==> src/hdl/assert_macros.svh <==
// Assertion helpers shared by the tracker RTL.
`ifndef ASSERT_MACROS_SVH
`define ASSERT_MACROS_SVH

// Same-cycle implication, disabled while reset is asserted
`define ASSERT_SAME(label, clk, rst_n, ante, cons, msg) \
    label: assert property (@(posedge clk) disable iff (!rst_n) (ante) |-> (cons)) \
        else $error(msg);

// Next-cycle implication, disabled while reset is asserted
`define ASSERT_NEXT(label, clk, rst_n, ante, cons, msg) \
    label: assert property (@(posedge clk) disable iff (!rst_n) (ante) |=> (cons)) \
        else $error(msg);

`endif

==> src/hdl/tpt_pkg.sv <==
`default_nettype none
package tpt_pkg;

    // Field widths
    localparam int FIELD_W         = 16;
    localparam int SCALE_W         = 16;
    localparam int SCALE_FRAC_BITS = 8;
    localparam int WIN_W           = 32;
    localparam int REG_IDX_W       = 3;
    localparam int CFG_DATA_W      = 32;
    localparam int LEFT_HOLD_W     = 24;
    localparam int RIGHT_HOLD_W    = 8;

    // Hold times in polls
    localparam logic [RIGHT_HOLD_W-1:0] TAP_HOLD_TICKS  = 8'd10;
    localparam logic [LEFT_HOLD_W-1:0]  LONG_HOLD_TICKS = 24'd10000000;

    // Register reset values
    localparam logic [WIN_W-1:0]   RST_CLIP_WINDOW_X = 32'd31391744;
    localparam logic [WIN_W-1:0]   RST_CLIP_WINDOW_Y = 32'd20905984;
    localparam logic [SCALE_W-1:0] RST_SCALE         = 16'd256;
    localparam logic [WIN_W-1:0]   RST_LIMIT_X       = 32'd20971520;
    localparam logic [WIN_W-1:0]   RST_LIMIT_Y       = 32'd13107200;

    typedef enum logic {
        FUNC_POLL = 1'b0,
        FUNC_SET  = 1'b1
    } tpt_func_t;

    typedef enum logic [1:0] {
        CLICK_NONE  = 2'd0,
        CLICK_LEFT  = 2'd1,
        CLICK_RIGHT = 2'd2,
        CLICK_LONG  = 2'd3
    } tpt_click_t;

    typedef enum logic [1:0] {
        BTN_NONE  = 2'd0,
        BTN_LEFT  = 2'd1,
        BTN_RIGHT = 2'd2
    } tpt_button_t;

    typedef enum logic [REG_IDX_W-1:0] {
        REG_RELATIVE_MODE = 3'd0,
        REG_CLIP_WINDOW_X = 3'd1,
        REG_CLIP_WINDOW_Y = 3'd2,
        REG_SCALE_X       = 3'd3,
        REG_SCALE_Y       = 3'd4,
        REG_LIMIT_X       = 3'd5,
        REG_LIMIT_Y       = 3'd6
    } tpt_reg_t;

    typedef struct packed {
        logic                       func;
        logic signed [FIELD_W-1:0]  coord_x;
        logic signed [FIELD_W-1:0]  coord_y;
        logic [1:0]                 click;
    } tpt_in_t;

    typedef struct packed {
        logic signed [FIELD_W-1:0]  pointer_x;
        logic signed [FIELD_W-1:0]  pointer_y;
        logic [1:0]                 buttons;
    } tpt_out_t;

    // Per-axis settings: window and limit pack low edge in [15:0], high in [31:16]
    typedef struct packed {
        logic [WIN_W-1:0]   clip;
        logic [SCALE_W-1:0] scale;
        logic [WIN_W-1:0]   limit;
    } tpt_axis_cfg_t;

endpackage
`default_nettype wire

==> src/hdl/tpt_axis.sv <==
`default_nettype none
// One pointer axis: window clamp, Q8.8 scale, limit clamp and the stored position.
module tpt_axis #(
    parameter int COORD_BITS = 16
) (
    input  wire logic                                  clk,
    input  wire logic                                  rst_n,
    input  wire logic                                  commit,
    input  wire logic                                  relative,
    input  wire logic                                  set_pos,
    input  wire tpt_pkg::tpt_axis_cfg_t                cfg,
    input  wire logic signed [tpt_pkg::FIELD_W-1:0]    coord,
    output logic signed [tpt_pkg::FIELD_W-1:0]         pointer_next
);

    localparam int FW       = tpt_pkg::FIELD_W;
    localparam int FRAC     = tpt_pkg::SCALE_FRAC_BITS;
    localparam int MUL_W    = FW + 1;
    localparam int PROD_W   = 2 * MUL_W;
    localparam int SCALED_W = PROD_W - FRAC;
    localparam int SUM_W    = ((SCALED_W > COORD_BITS) ? SCALED_W : COORD_BITS) + 1;
    localparam logic signed [PROD_W-1:0] TRUNC_BIAS = PROD_W'((1 << FRAC) - 1);

    logic signed [FW-1:0]         win_lo;
    logic signed [FW-1:0]         win_hi;
    logic signed [FW-1:0]         lim_lo;
    logic signed [FW-1:0]         lim_hi;
    logic signed [FW-1:0]         win_clamp;
    logic signed [MUL_W-1:0]      offset;
    logic signed [MUL_W-1:0]      mul_a;
    logic signed [MUL_W-1:0]      mul_b;
    logic signed [PROD_W-1:0]     prod;
    logic signed [PROD_W-1:0]     prod_adj;
    logic signed [SCALED_W-1:0]   scaled;
    logic signed [SUM_W-1:0]      sum;
    logic signed [SUM_W-1:0]      lim_clamp;
    logic signed [FW-1:0]         clamp_res;
    logic signed [COORD_BITS-1:0] pos_reg;
    logic signed [COORD_BITS-1:0] pos_next;

    // Clamp to clip window (lower edge first, upper edge wins), then offset
    always_comb
    begin
        win_lo = cfg.clip[FW-1:0];
        win_hi = cfg.clip[2*FW-1:FW];
        lim_lo = cfg.limit[FW-1:0];
        lim_hi = cfg.limit[2*FW-1:FW];

        win_clamp = coord;
        if (coord < win_lo)
        begin
            win_clamp = win_lo;
        end
        if (win_clamp > win_hi)
        begin
            win_clamp = win_hi;
        end
        offset = MUL_W'(win_clamp) - MUL_W'(win_lo);
    end

    // Q8.8 scale, truncating toward zero
    always_comb
    begin
        mul_a    = relative ? MUL_W'(coord) : offset;
        mul_b    = {1'b0, cfg.scale};
        prod     = PROD_W'(mul_a) * PROD_W'(mul_b);
        prod_adj = prod[PROD_W-1] ? (prod + TRUNC_BIAS) : prod;
        scaled   = prod_adj[PROD_W-1:FRAC];
    end

    // Accumulate in relative mode, clamp to limits (maximum wins)
    always_comb
    begin
        sum = relative ? (SUM_W'(scaled) + SUM_W'(pos_reg)) : SUM_W'(scaled);
        lim_clamp = sum;
        if (sum < SUM_W'(lim_lo))
        begin
            lim_clamp = SUM_W'(lim_lo);
        end
        if (lim_clamp > SUM_W'(lim_hi))
        begin
            lim_clamp = SUM_W'(lim_hi);
        end
        clamp_res = lim_clamp[FW-1:0];

        // set position stores the raw coordinate
        pos_next     = set_pos ? COORD_BITS'(coord) : COORD_BITS'(clamp_res);
        pointer_next = FW'(pos_next);
    end

    // Stored position
    always_ff @(posedge clk or negedge rst_n)
    begin
        if (!rst_n)
        begin
            pos_reg <= '0;
        end
        else if (commit)
        begin
            pos_reg <= pos_next;
        end
    end

endmodule
`default_nettype wire

==> src/hdl/tpt_hold.sv <==
`default_nettype none
`include "assert_macros.svh"
// Button hold counters and the reported button state.
module tpt_hold (
    input  wire logic       clk,
    input  wire logic       rst_n,
    input  wire logic       commit,
    input  wire logic       poll,
    input  wire logic [1:0] click,
    output logic [1:0]      buttons_next
);

    localparam int LW = tpt_pkg::LEFT_HOLD_W;
    localparam int RW = tpt_pkg::RIGHT_HOLD_W;

    logic [LW-1:0]        left_hold_reg;
    logic [LW-1:0]        left_hold_next;
    logic [LW-1:0]        left_load;
    logic [RW-1:0]        right_hold_reg;
    logic [RW-1:0]        right_hold_next;
    logic [RW-1:0]        right_load;
    tpt_pkg::tpt_button_t button_state_reg;
    tpt_pkg::tpt_button_t button_state_next;

    // Load counters from the click code
    always_comb
    begin
        left_load  = left_hold_reg;
        right_load = right_hold_reg;
        case (click)
            tpt_pkg::CLICK_LEFT:  left_load  = LW'(tpt_pkg::TAP_HOLD_TICKS);
            tpt_pkg::CLICK_RIGHT: right_load = tpt_pkg::TAP_HOLD_TICKS;
            tpt_pkg::CLICK_LONG:  left_load  = tpt_pkg::LONG_HOLD_TICKS;
            default:              ;
        endcase
    end

    // Count down once per poll; set-position items leave everything as is
    always_comb
    begin
        left_hold_next    = left_hold_reg;
        right_hold_next   = right_hold_reg;
        button_state_next = button_state_reg;
        if (poll)
        begin
            left_hold_next  = (left_load != '0) ? (left_load - LW'(1)) : '0;
            right_hold_next = (right_load != '0) ? (right_load - RW'(1)) : '0;
            if (left_hold_next != '0)
            begin
                button_state_next = tpt_pkg::BTN_LEFT;
            end
            else if (right_hold_next != '0)
            begin
                button_state_next = tpt_pkg::BTN_RIGHT;
            end
            else
            begin
                button_state_next = tpt_pkg::BTN_NONE;
            end
        end
        buttons_next = button_state_next;
    end

    always_ff @(posedge clk or negedge rst_n)
    begin
        if (!rst_n)
        begin
            left_hold_reg    <= '0;
            right_hold_reg   <= '0;
            button_state_reg <= tpt_pkg::BTN_NONE;
        end
        else if (commit)
        begin
            left_hold_reg    <= left_hold_next;
            right_hold_reg   <= right_hold_next;
            button_state_reg <= button_state_next;
        end
    end

    // Reported state agrees with the counters
    `ASSERT_SAME(a_none_idle, clk, rst_n, button_state_reg == tpt_pkg::BTN_NONE, left_hold_reg == '0 && right_hold_reg == '0, "button none with a live counter")
    `ASSERT_SAME(a_right_only, clk, rst_n, button_state_reg == tpt_pkg::BTN_RIGHT, left_hold_reg == '0 && right_hold_reg != '0, "right reported while left held or right expired")

endmodule
`default_nettype wire

==> src/hdl/touch_pointer_tracker.sv <==
`default_nettype none
`include "assert_macros.svh"
// Touch pointer tracker.
// Input channel (in_valid/in_ready/in_item): one item per poll or set-position
// command. Output channel (out_valid/out_ready/out_item): exactly one result
// item per input item, in order, carrying pointer x/y and the button state.
// Config channel (cfg_valid/cfg_ready/cfg_index/cfg_data): always ready; write
// registers only while no item is in flight.
// Each accepted item is held in the input register and moves into the result
// register once the result slot is free; out_valid rises when it lands there.
// Throughput: one item per cycle while the receiver takes each result; the
// window clamp, one 17x17 multiply per axis, limit clamp and counter update
// all sit between the input register and the result register.
// Reset clears the pointer to 0, both hold counters and the button state, and
// loads the register defaults. When the receiver stalls, the result register
// holds; the input register still takes one more item, after which in_ready
// drops until the result is taken.
module touch_pointer_tracker #(
    parameter int COORD_BITS = 16
) (
    input  wire logic                                  clk,
    input  wire logic                                  rst_n,
    input  wire logic                                  in_valid,
    output logic                                       in_ready,
    input  wire tpt_pkg::tpt_in_t                      in_item,
    output logic                                       out_valid,
    input  wire logic                                  out_ready,
    output tpt_pkg::tpt_out_t                          out_item,
    input  wire logic                                  cfg_valid,
    output logic                                       cfg_ready,
    input  wire logic [tpt_pkg::REG_IDX_W-1:0]         cfg_index,
    input  wire logic [tpt_pkg::CFG_DATA_W-1:0]        cfg_data
);

    localparam int FW = tpt_pkg::FIELD_W;
    localparam int SW = tpt_pkg::SCALE_W;
    localparam int WW = tpt_pkg::WIN_W;

    logic                   relative_mode_reg;
    logic [WW-1:0]          clip_window_x_reg;
    logic [WW-1:0]          clip_window_y_reg;
    logic [SW-1:0]          scale_x_reg;
    logic [SW-1:0]          scale_y_reg;
    logic [WW-1:0]          limit_x_reg;
    logic [WW-1:0]          limit_y_reg;

    logic                   in_valid_reg;
    tpt_pkg::tpt_in_t       in_item_reg;
    logic                   out_valid_reg;
    tpt_pkg::tpt_out_t      out_item_reg;

    logic                   advance;
    logic                   set_pos;
    logic                   poll;
    tpt_pkg::tpt_axis_cfg_t cfg_x;
    tpt_pkg::tpt_axis_cfg_t cfg_y;
    logic signed [FW-1:0]   pointer_x_next;
    logic signed [FW-1:0]   pointer_y_next;
    logic [1:0]             buttons_next;

    // Configuration registers
    assign cfg_ready = 1'b1;

    always_ff @(posedge clk or negedge rst_n)
    begin
        if (!rst_n)
        begin
            relative_mode_reg <= 1'b0;
            clip_window_x_reg <= tpt_pkg::RST_CLIP_WINDOW_X;
            clip_window_y_reg <= tpt_pkg::RST_CLIP_WINDOW_Y;
            scale_x_reg       <= tpt_pkg::RST_SCALE;
            scale_y_reg       <= tpt_pkg::RST_SCALE;
            limit_x_reg       <= tpt_pkg::RST_LIMIT_X;
            limit_y_reg       <= tpt_pkg::RST_LIMIT_Y;
        end
        else if (cfg_valid && cfg_ready)
        begin
            unique case (cfg_index)
                tpt_pkg::REG_RELATIVE_MODE: relative_mode_reg <= cfg_data[0];
                tpt_pkg::REG_CLIP_WINDOW_X: clip_window_x_reg <= cfg_data;
                tpt_pkg::REG_CLIP_WINDOW_Y: clip_window_y_reg <= cfg_data;
                tpt_pkg::REG_SCALE_X:       scale_x_reg       <= cfg_data[SW-1:0];
                tpt_pkg::REG_SCALE_Y:       scale_y_reg       <= cfg_data[SW-1:0];
                tpt_pkg::REG_LIMIT_X:       limit_x_reg       <= cfg_data;
                tpt_pkg::REG_LIMIT_Y:       limit_y_reg       <= cfg_data;
                default:                    ;
            endcase
        end
    end

    // Handshake: the item in the input register moves on when the result slot frees
    assign advance   = in_valid_reg && (!out_valid_reg || out_ready);
    assign in_ready  = !in_valid_reg || advance;
    assign out_valid = out_valid_reg;
    assign out_item  = out_item_reg;

    always_ff @(posedge clk or negedge rst_n)
    begin
        if (!rst_n)
        begin
            in_valid_reg <= 1'b0;
        end
        else if (in_valid && in_ready)
        begin
            in_valid_reg <= 1'b1;
        end
        else if (advance)
        begin
            in_valid_reg <= 1'b0;
        end
    end

    always_ff @(posedge clk)
    begin
        if (in_valid && in_ready)
        begin
            in_item_reg <= in_item;
        end
    end

    // Per-axis datapath
    assign set_pos = (in_item_reg.func == tpt_pkg::FUNC_SET);
    assign poll    = !set_pos;
    assign cfg_x   = '{clip: clip_window_x_reg, scale: scale_x_reg, limit: limit_x_reg};
    assign cfg_y   = '{clip: clip_window_y_reg, scale: scale_y_reg, limit: limit_y_reg};

    tpt_axis #(
        .COORD_BITS(COORD_BITS)
    ) u_axis_x (
        .clk          (clk),
        .rst_n        (rst_n),
        .commit       (advance),
        .relative     (relative_mode_reg),
        .set_pos      (set_pos),
        .cfg          (cfg_x),
        .coord        (in_item_reg.coord_x),
        .pointer_next (pointer_x_next)
    );

    tpt_axis #(
        .COORD_BITS(COORD_BITS)
    ) u_axis_y (
        .clk          (clk),
        .rst_n        (rst_n),
        .commit       (advance),
        .relative     (relative_mode_reg),
        .set_pos      (set_pos),
        .cfg          (cfg_y),
        .coord        (in_item_reg.coord_y),
        .pointer_next (pointer_y_next)
    );

    tpt_hold u_hold (
        .clk          (clk),
        .rst_n        (rst_n),
        .commit       (advance),
        .poll         (poll),
        .click        (in_item_reg.click),
        .buttons_next (buttons_next)
    );

    // Result register
    always_ff @(posedge clk or negedge rst_n)
    begin
        if (!rst_n)
        begin
            out_valid_reg <= 1'b0;
        end
        else if (advance)
        begin
            out_valid_reg <= 1'b1;
        end
        else if (out_ready)
        begin
            out_valid_reg <= 1'b0;
        end
    end

    always_ff @(posedge clk)
    begin
        if (advance)
        begin
            out_item_reg.pointer_x <= pointer_x_next;
            out_item_reg.pointer_y <= pointer_y_next;
            out_item_reg.buttons   <= buttons_next;
        end
    end

    // Pipeline bookkeeping
    `ASSERT_SAME(a_no_overrun, clk, rst_n, in_valid_reg && out_valid_reg && !out_ready, !in_ready, "input register would be overwritten")
    `ASSERT_NEXT(a_result_lands, clk, rst_n, advance, out_valid_reg, "advanced item produced no result")

endmodule
`default_nettype wire
==> config.mk <==
export PLATFORM = sky130hd
export DESIGN_NAME = touch_pointer_tracker
export DESIGN_NICKNAME = d
export VERILOG_FILES = /design/src/hdl/tpt_pkg.sv /design/src/hdl/tpt_axis.sv /design/src/hdl/tpt_hold.sv /design/src/hdl/touch_pointer_tracker.sv
export VERILOG_INCLUDE_DIRS = /design/src /design/src/hdl
export SDC_FILE = /design/constraint.sdc
export NUM_CORES = 2
export LEC_CHECK = 0
export ABC_AREA = 1
export BUFFER_PORTS_ARGS = -buffer_cell sky130_fd_sc_hd__clkbuf_2
export CORE_MARGIN = 8
export CORE_UTILIZATION = 55
export DETAILED_ROUTE_END_ITERATION = 10
export GPL_ROUTABILITY_DRIVEN = 0
export PLACE_DENSITY = 0.74
export SLEW_MARGIN = 40
export SYNTH_ARGS = -nofsm -noshare
export SYNTH_HDL_FRONTEND = slang
export SYNTH_SLANG_ARGS = --single-unit
==> constraint.sdc <==
create_clock -name clk -period 18.4 [get_ports clk]
set_input_delay 0 -clock clk [delete_from_list [all_inputs] [get_ports clk]]
set_output_delay 0 -clock clk [all_outputs]
set_load 0.02 [all_outputs]
# Word level (Yosys, flattened, before mapping)
# Index checks and enable logic that the tools add are counted.
# totals
ff_bits,298
input_bits,75
word_cells,97
out_inout_bits,37
# op_classes
n_eq_ne,9
n_lt_le_gt_ge,8
n_addsub,8
mux,27
n_bitwise,1
reduce_logical,21
mul,2
# ops
cell,n
$mux 16,8
$mux 27,4
$add 34x9->34 const B,2
$mul 17x17->34,2
$mux 34,2
$add 26x16->27,2
$gt 27x16->1,2
$lt 27x16->1,2
$pmux 24 s2,1
$reduce_bool 24->1,2
$mux 17,2
$sub 16x16->17,2
$gt 16x16->1,2
$lt 16x16->1,2
$mux 24,1
$sub 24x1->24 const B,1
$mux 8,2
$reduce_and 2->1,8
$reduce_bool 8->1,2
$eq 3x3->1 const B,3
$sub 8x1->8 const B,1
$eq 3x2->1 const B,2
$mux 2,3
$eq 2x2->1 const B,2
9 further kinds,16

# Depth between registers and ports, before layout
# logic_depth
depth_word,16
ltp_mapped,130
depth_no_buf,126

# Hierarchy
# Synthesis repeated with hierarchy kept, for this count alone.
# hier_totals
hier_cells,6354
hier_area_um2,46671.0
# by_module_without_submodules
module,area_per_inst_um2,n_inst,cells_each,seq_area_each_um2
tpt_axis (u_axis_x),17895.9,1,2604,400.4
tpt_axis (u_axis_y),17636.9,1,2542,400.4
touch_pointer_tracker,8489.4,1,788,6178.4
tpt_hold,2648.8,1,420,850.8

# Worst setup path before layout
# No wires, ideal clock.
# synth_timing
kind,register to register
start,register clip_window_x_reg[1]
end,"register out_item_reg, in the netlist out_item[30], data pin"
t_required_ns,18.146
path_stages_with_launch,117
path_slack_ns,1.072
t_arrival_ns,17.073
n_path_buf,5
setup_time_ns,0.254
period_less_slack_ns,17.328
cell_sequence,dfrtp_1 -> inv_1 -> ha_1 -> o21ai_0 -> nand2_1 -> a21o_1 -> a21oi_1 -> o221ai_1 -> a21oi_1 -> o211ai_1 -> a21oi_1 -> nand2_1 -> nand2_1 -> inv_1 -> clkbuf_1 -> nand2_1 -> o21ai_0 -> ha_1 -> (+81 left out) -> nand2_1 -> nand2_1 -> clkbuf_1 -> o21ai_0 -> inv_1 -> ha_1 -> a21oi_1 -> nor2_1 -> a211oi_1 -> inv_1 -> a311oi_1 -> or2_2 -> nand3_1 -> buf_2 -> o21ai_0 -> inv_1 -> nand2_1 -> nand2_2
# synth_via
elab_chain_cells,16
# synth_rtl
element,line,rtl
"start, declared",touch_pointer_tracker.sv:40,logic [WW-1:0] clip_window_x_reg;
"start signal, assigned",touch_pointer_tracker.sv:69,clip_window_x_reg <= tpt_pkg::RST_CLIP_WINDOW_X;
"start signal, assigned",touch_pointer_tracker.sv:80,tpt_pkg::REG_CLIP_WINDOW_X: clip_window_x_reg <= cfg_data;
$lt 16x16->1,tpt_axis.sv:50,if (coord < win_lo)
$mux 16,tpt_axis.sv:50,
$gt 16x16->1,tpt_axis.sv:54,if (win_clamp > win_hi)
$mux 16,tpt_axis.sv:54,
$sub 16x16->17 (*),tpt_axis.sv:58,offset = MUL_W'(win_clamp) - MUL_W'(win_lo);
$mux 17 (*),tpt_axis.sv:64,mul_a = relative ? MUL_W'(coord) : offset;
$mul 17x17->34 (*),tpt_axis.sv:66,prod = PROD_W'(mul_a) * PROD_W'(mul_b);
$add 34x9->34,tpt_axis.sv:67,prod_adj = prod[PROD_W-1] ? (prod + TRUNC_BIAS) : prod;
$mux 34 (*),tpt_axis.sv:67,
$add 26x16->27,tpt_axis.sv:74,sum = relative ? (SUM_W'(scaled) + SUM_W'(pos_reg)) : SUM_W'(scaled);
$mux 27 (*),tpt_axis.sv:74,
$lt 27x16->1,tpt_axis.sv:76,if (sum < SUM_W'(lim_lo))
$mux 27 (*),tpt_axis.sv:76,
$gt 27x16->1,tpt_axis.sv:80,if (lim_clamp > SUM_W'(lim_hi))
$mux 16 (*),tpt_axis.sv:80,
$mux 16 (*),tpt_axis.sv:87,pos_next = set_pos ? COORD_BITS'(coord) : COORD_BITS'(clamp_res);
named net pointer_x_next[12],touch_pointer_tracker.sv:57,logic signed [FW-1:0] pointer_x_next;
"end, declared",touch_pointer_tracker.sv:50,tpt_pkg::tpt_out_t out_item_reg;
# Mark *: on every way through the listed nets, which the timed path passes. The rest lies on a longest branch.
# A chain may end at the register's enable or synchronous reset.

# Worst setup path after layout
# layout_timing
start,register in_item_reg[4] (netlist bit)
end,"register out_item_reg, in the netlist out_item[3], data pin"
# layout_via
elab_chain_cells,16
# layout_rtl
element,line,rtl
"start, declared",touch_pointer_tracker.sv:48,tpt_pkg::tpt_in_t in_item_reg;
"start signal, assigned",touch_pointer_tracker.sv:117,in_item_reg <= in_item;
$lt 16x16->1,tpt_axis.sv:50,
$mux 16,tpt_axis.sv:50,
$gt 16x16->1,tpt_axis.sv:54,
$mux 16,tpt_axis.sv:54,
$sub 16x16->17,tpt_axis.sv:58,
$mux 17 (*),tpt_axis.sv:64,
$mul 17x17->34 (*),tpt_axis.sv:66,
$add 34x9->34,tpt_axis.sv:67,
$mux 34 (*),tpt_axis.sv:67,
$add 26x16->27,tpt_axis.sv:74,
$mux 27 (*),tpt_axis.sv:74,
$lt 27x16->1,tpt_axis.sv:76,
$mux 27 (*),tpt_axis.sv:76,
$gt 27x16->1,tpt_axis.sv:80,
$mux 16 (*),tpt_axis.sv:80,
$mux 16 (*),tpt_axis.sv:87,
named net pointer_y_next[1],touch_pointer_tracker.sv:58,logic signed [FW-1:0] pointer_y_next;
# Marked as above.

==> results_dict.tcl <==
set metrics [dict create \
    grt_pass1_wl_mm 219 \
    ys_seq_area_share_pct 17.3 \
    finClkSkew_ns 0.0195 \
    syn_inst 5982 \
    root_buffer "clkbuf_16" \
    max_freq_mhz 55.8 \
    setup_viol 0 \
    grt-ovfl-total 0 \
    synthTopCellsByArea "fa_1 (25%), nand2_1 (12%), ha_1 (12%)" \
    clk_latency_ns 0.57 \
    worst_ep_arrival_time_ns 18.22 \
    numCtsBuffers 36 \
    min_path_type "in2reg" \
    die_w_microns 303 \
    worstHoldEndpoint "limit_x_reg[3]$_DFFE_PN0P_" \
    crit_family "adder cells" \
    io_pins 112 \
    drt-total-wl_mm 144 \
    reg2reg_depth 102 \
    end_kind "flip-flop" \
    crit-reg2reg-capture "out_item[3]$_DFFE_PP_" \
    synthDistinctLibCells 75 \
    crit_type "reg2reg" \
    rows 105 \
    antenna_found_initial 7 \
    syn-num-nets 7049 \
    path_clk_slew_ns 0.07 \
    worst_slew_pin_slew_ns 0.869 \
    core_area_sq_um 81800 \
    fp.dieH_microns 303 \
    worstPathRequired_ns 18.70 \
    placed_area_sq_um 47400 \
    path_buf_inv 14 \
    yosys.area.top_type "fa_1" \
    startpoint_type "flip-flop" \
    hold_path.startpoint "cfg_data[3]" \
    final_design_area_no_fill_sq_um 52600 \
    cp_slowest_cell "fa_1" \
    regArea_sq_um 7830 \
    synth_top_area_share_pct 24.8 \
    fill_cells 6795 \
    status "completed" \
    synth-edff-count 69 \
    initial_core_util_pct 55.4 \
    area_growth_pct 16.0 \
    path_max_fanout 14 \
    die-area_sq_um 91900 \
    vias 41400 \
    period_needed_ns 17.93 \
    synth.avg_cell_area_sq_um 7.58 \
    first_iter_violations 3880 \
    drive_above_1_share_pct 15.4 \
    cts_buffer_depth 3 \
    slew_viol_final 0 \
    nets 7322 \
    grt_use_total_pct 30.3 \
    num_antenna_cells 0 \
    drt-vias-per-instance 5.63 \
    max_stage_delay_ns 0.56 \
    min_path_cells 3 \
    ant_nets 0 \
    cap_violations 0 \
    r2r_slack_ns 0.47 \
    netlist_area_sq_um 45300 \
    grt_max_degree 78 \
    final_cell_mix "nand2_1 (1,380), inv_1 (1,188), fa_1 (551)" \
    yosys_warnings 0 \
    cts_tree "yes" \
    io_buffers 110 \
    r2r-start "in_item_reg[4]$_DFFE_PP_" \
    drc_errors 0 \
    hold_violations 0 \
    wl_per_cell_microns 19.5 \
    multi_input_area_sq_um 34300 \
    slew_headroom_pct 42.0 \
    layout_commonest_cell "nand2_1" \
    synth-main-ff-cell "dfrtp_1" \
    grt_pass1_vias 40300 \
    htree_num_levels 2 \
    ys_seq_elements 298 \
    critical_path.most_common_cell "nand2_1" \
    dp_hpwl_mm 111 \
    cts_num_sinks 298 \
    post-route-period-util_pct 97.4 \
    grt_setup_unrepaired "true" \
    firstDrtPassIters 9 \
    ys_async_sr_fraction_pct 76.8 \
]
layer usage:
metal,GRT usage [%],part of all wire (%),wire [microns]
met1,40.4,39,55900
met2,47.2,44,63100
met3,6.80,11,16500
met4,13.7,5.6,7990
met5,0,0.047,67
worst register-to-register path: cells and delay by family (launching register included):
family,cells,cell delay [ns]
flops,1,0.53
fa+ha+maj,14,5.49
simple gates,42,4.90
compound gates,29,4.60
buf+inv,14,1.49
xor+xnor,3,0.65
through the flow:
stage          cells  setup TNS, ns  hold slack, ns  worst slack [ns]  util [%]
5_1_grt         7353         -20.22         0.00819            -0.462      64.3
2_1_floorplan   5982              0          -0.296              1.07         -
6_report        7353              0          0.0226             0.475      64.3
3_5_place_dp    7100         -42.73          0.0442            -0.886      57.9
3_3_place_gp    7100         -22.70          0.0393            -0.740      57.8
4_1_cts         7227              0         0.00116            0.0218      60.4
cell type report:
class                      instances  area share [%]
clock inverter                    18           0.393
timing repair buffer             397            5.93
inverter                        1251            8.98
tap                             1070            2.55
clock buffer                      48            2.05
sequential                       298            14.9
multi-input combinational       4271            65.2
cell families (layout without fill, tap and decap cells):
family,count (synthesis),count (layout),synth area share (%)
AND/OR/NAND/NOR,2357,2359,22.0
buffers and inverters,1415,1714,11.9
adder cells (fa/ha/maj),992,992,36.7
AO/OA/AOI/OAI,788,788,9.56
flip-flops,298,298,17.3
XOR/XNOR,130,130,2.58
other,1,1,0.00827
multiplexers,1,1,0.0221
how the worst max path moves through the flow:
stage,startpoint,depth (start not counted),to
4_1_cts,clip_window_y_reg[1]$_DFFE_PN0P_,118,out_item[8]$_DFFE_PP_
3_3_place_gp,clip_window_y_reg[1]$_DFFE_PN0P_,112,out_item[8]$_DFFE_PP_
2_1_floorplan,clip_window_x_reg[1]$_DFFE_PN0P_,116,out_item[30]$_DFFE_PP_
6_report,in_item_reg[4]$_DFFE_PP_,102,out_item[3]$_DFFE_PP_
3_5_place_dp,clip_window_y_reg[1]$_DFFE_PN0P_,112,out_item[8]$_DFFE_PP_
5_1_grt,clip_window_x_reg[1]$_DFFE_PN0P_,121,u_axis_x.pos_reg[3]$_DFFE_PN0P_
synth_stat cells (8+ instances only):
cell,instances
nor4_1,11
edfxtp_1,69
o21ai_2,11
nor2_2,15
o21ai_1,52
clkinv_1,16
dfstp_2,22
buf_2,16
inv_1,1216
nor3_1,32
nand2_2,28
inv_2,19
a21oi_1,221
buf_1,22
nand3_1,241
o21ai_0,387
nand3b_1,9
nand2_4,17
a211oi_1,12
ha_1,430
o21bai_1,15
or2_2,18
nand4_1,48
a21o_1,17
nand3_2,20
xor2_1,75
nor2_1,439
a31oi_1,12
nand2_1,1453
dfrtp_1,207
xnor2_1,51
o21a_1,8
fa_1,562
clkbuf_1,114
timing repair:
action,in CTS,in global routing
buffers inserted,0,116
pin swaps,2,171
endpoints found under the setup margin,64,64
gates cloned,0,9
hold buffers,61,1
endpoints found under the hold margin,176,1
resized for setup,48,497
Power is left out: the tool's default activity adds up to more than one toggle a clock period on the data nets, which glitch-free logic cannot reach.
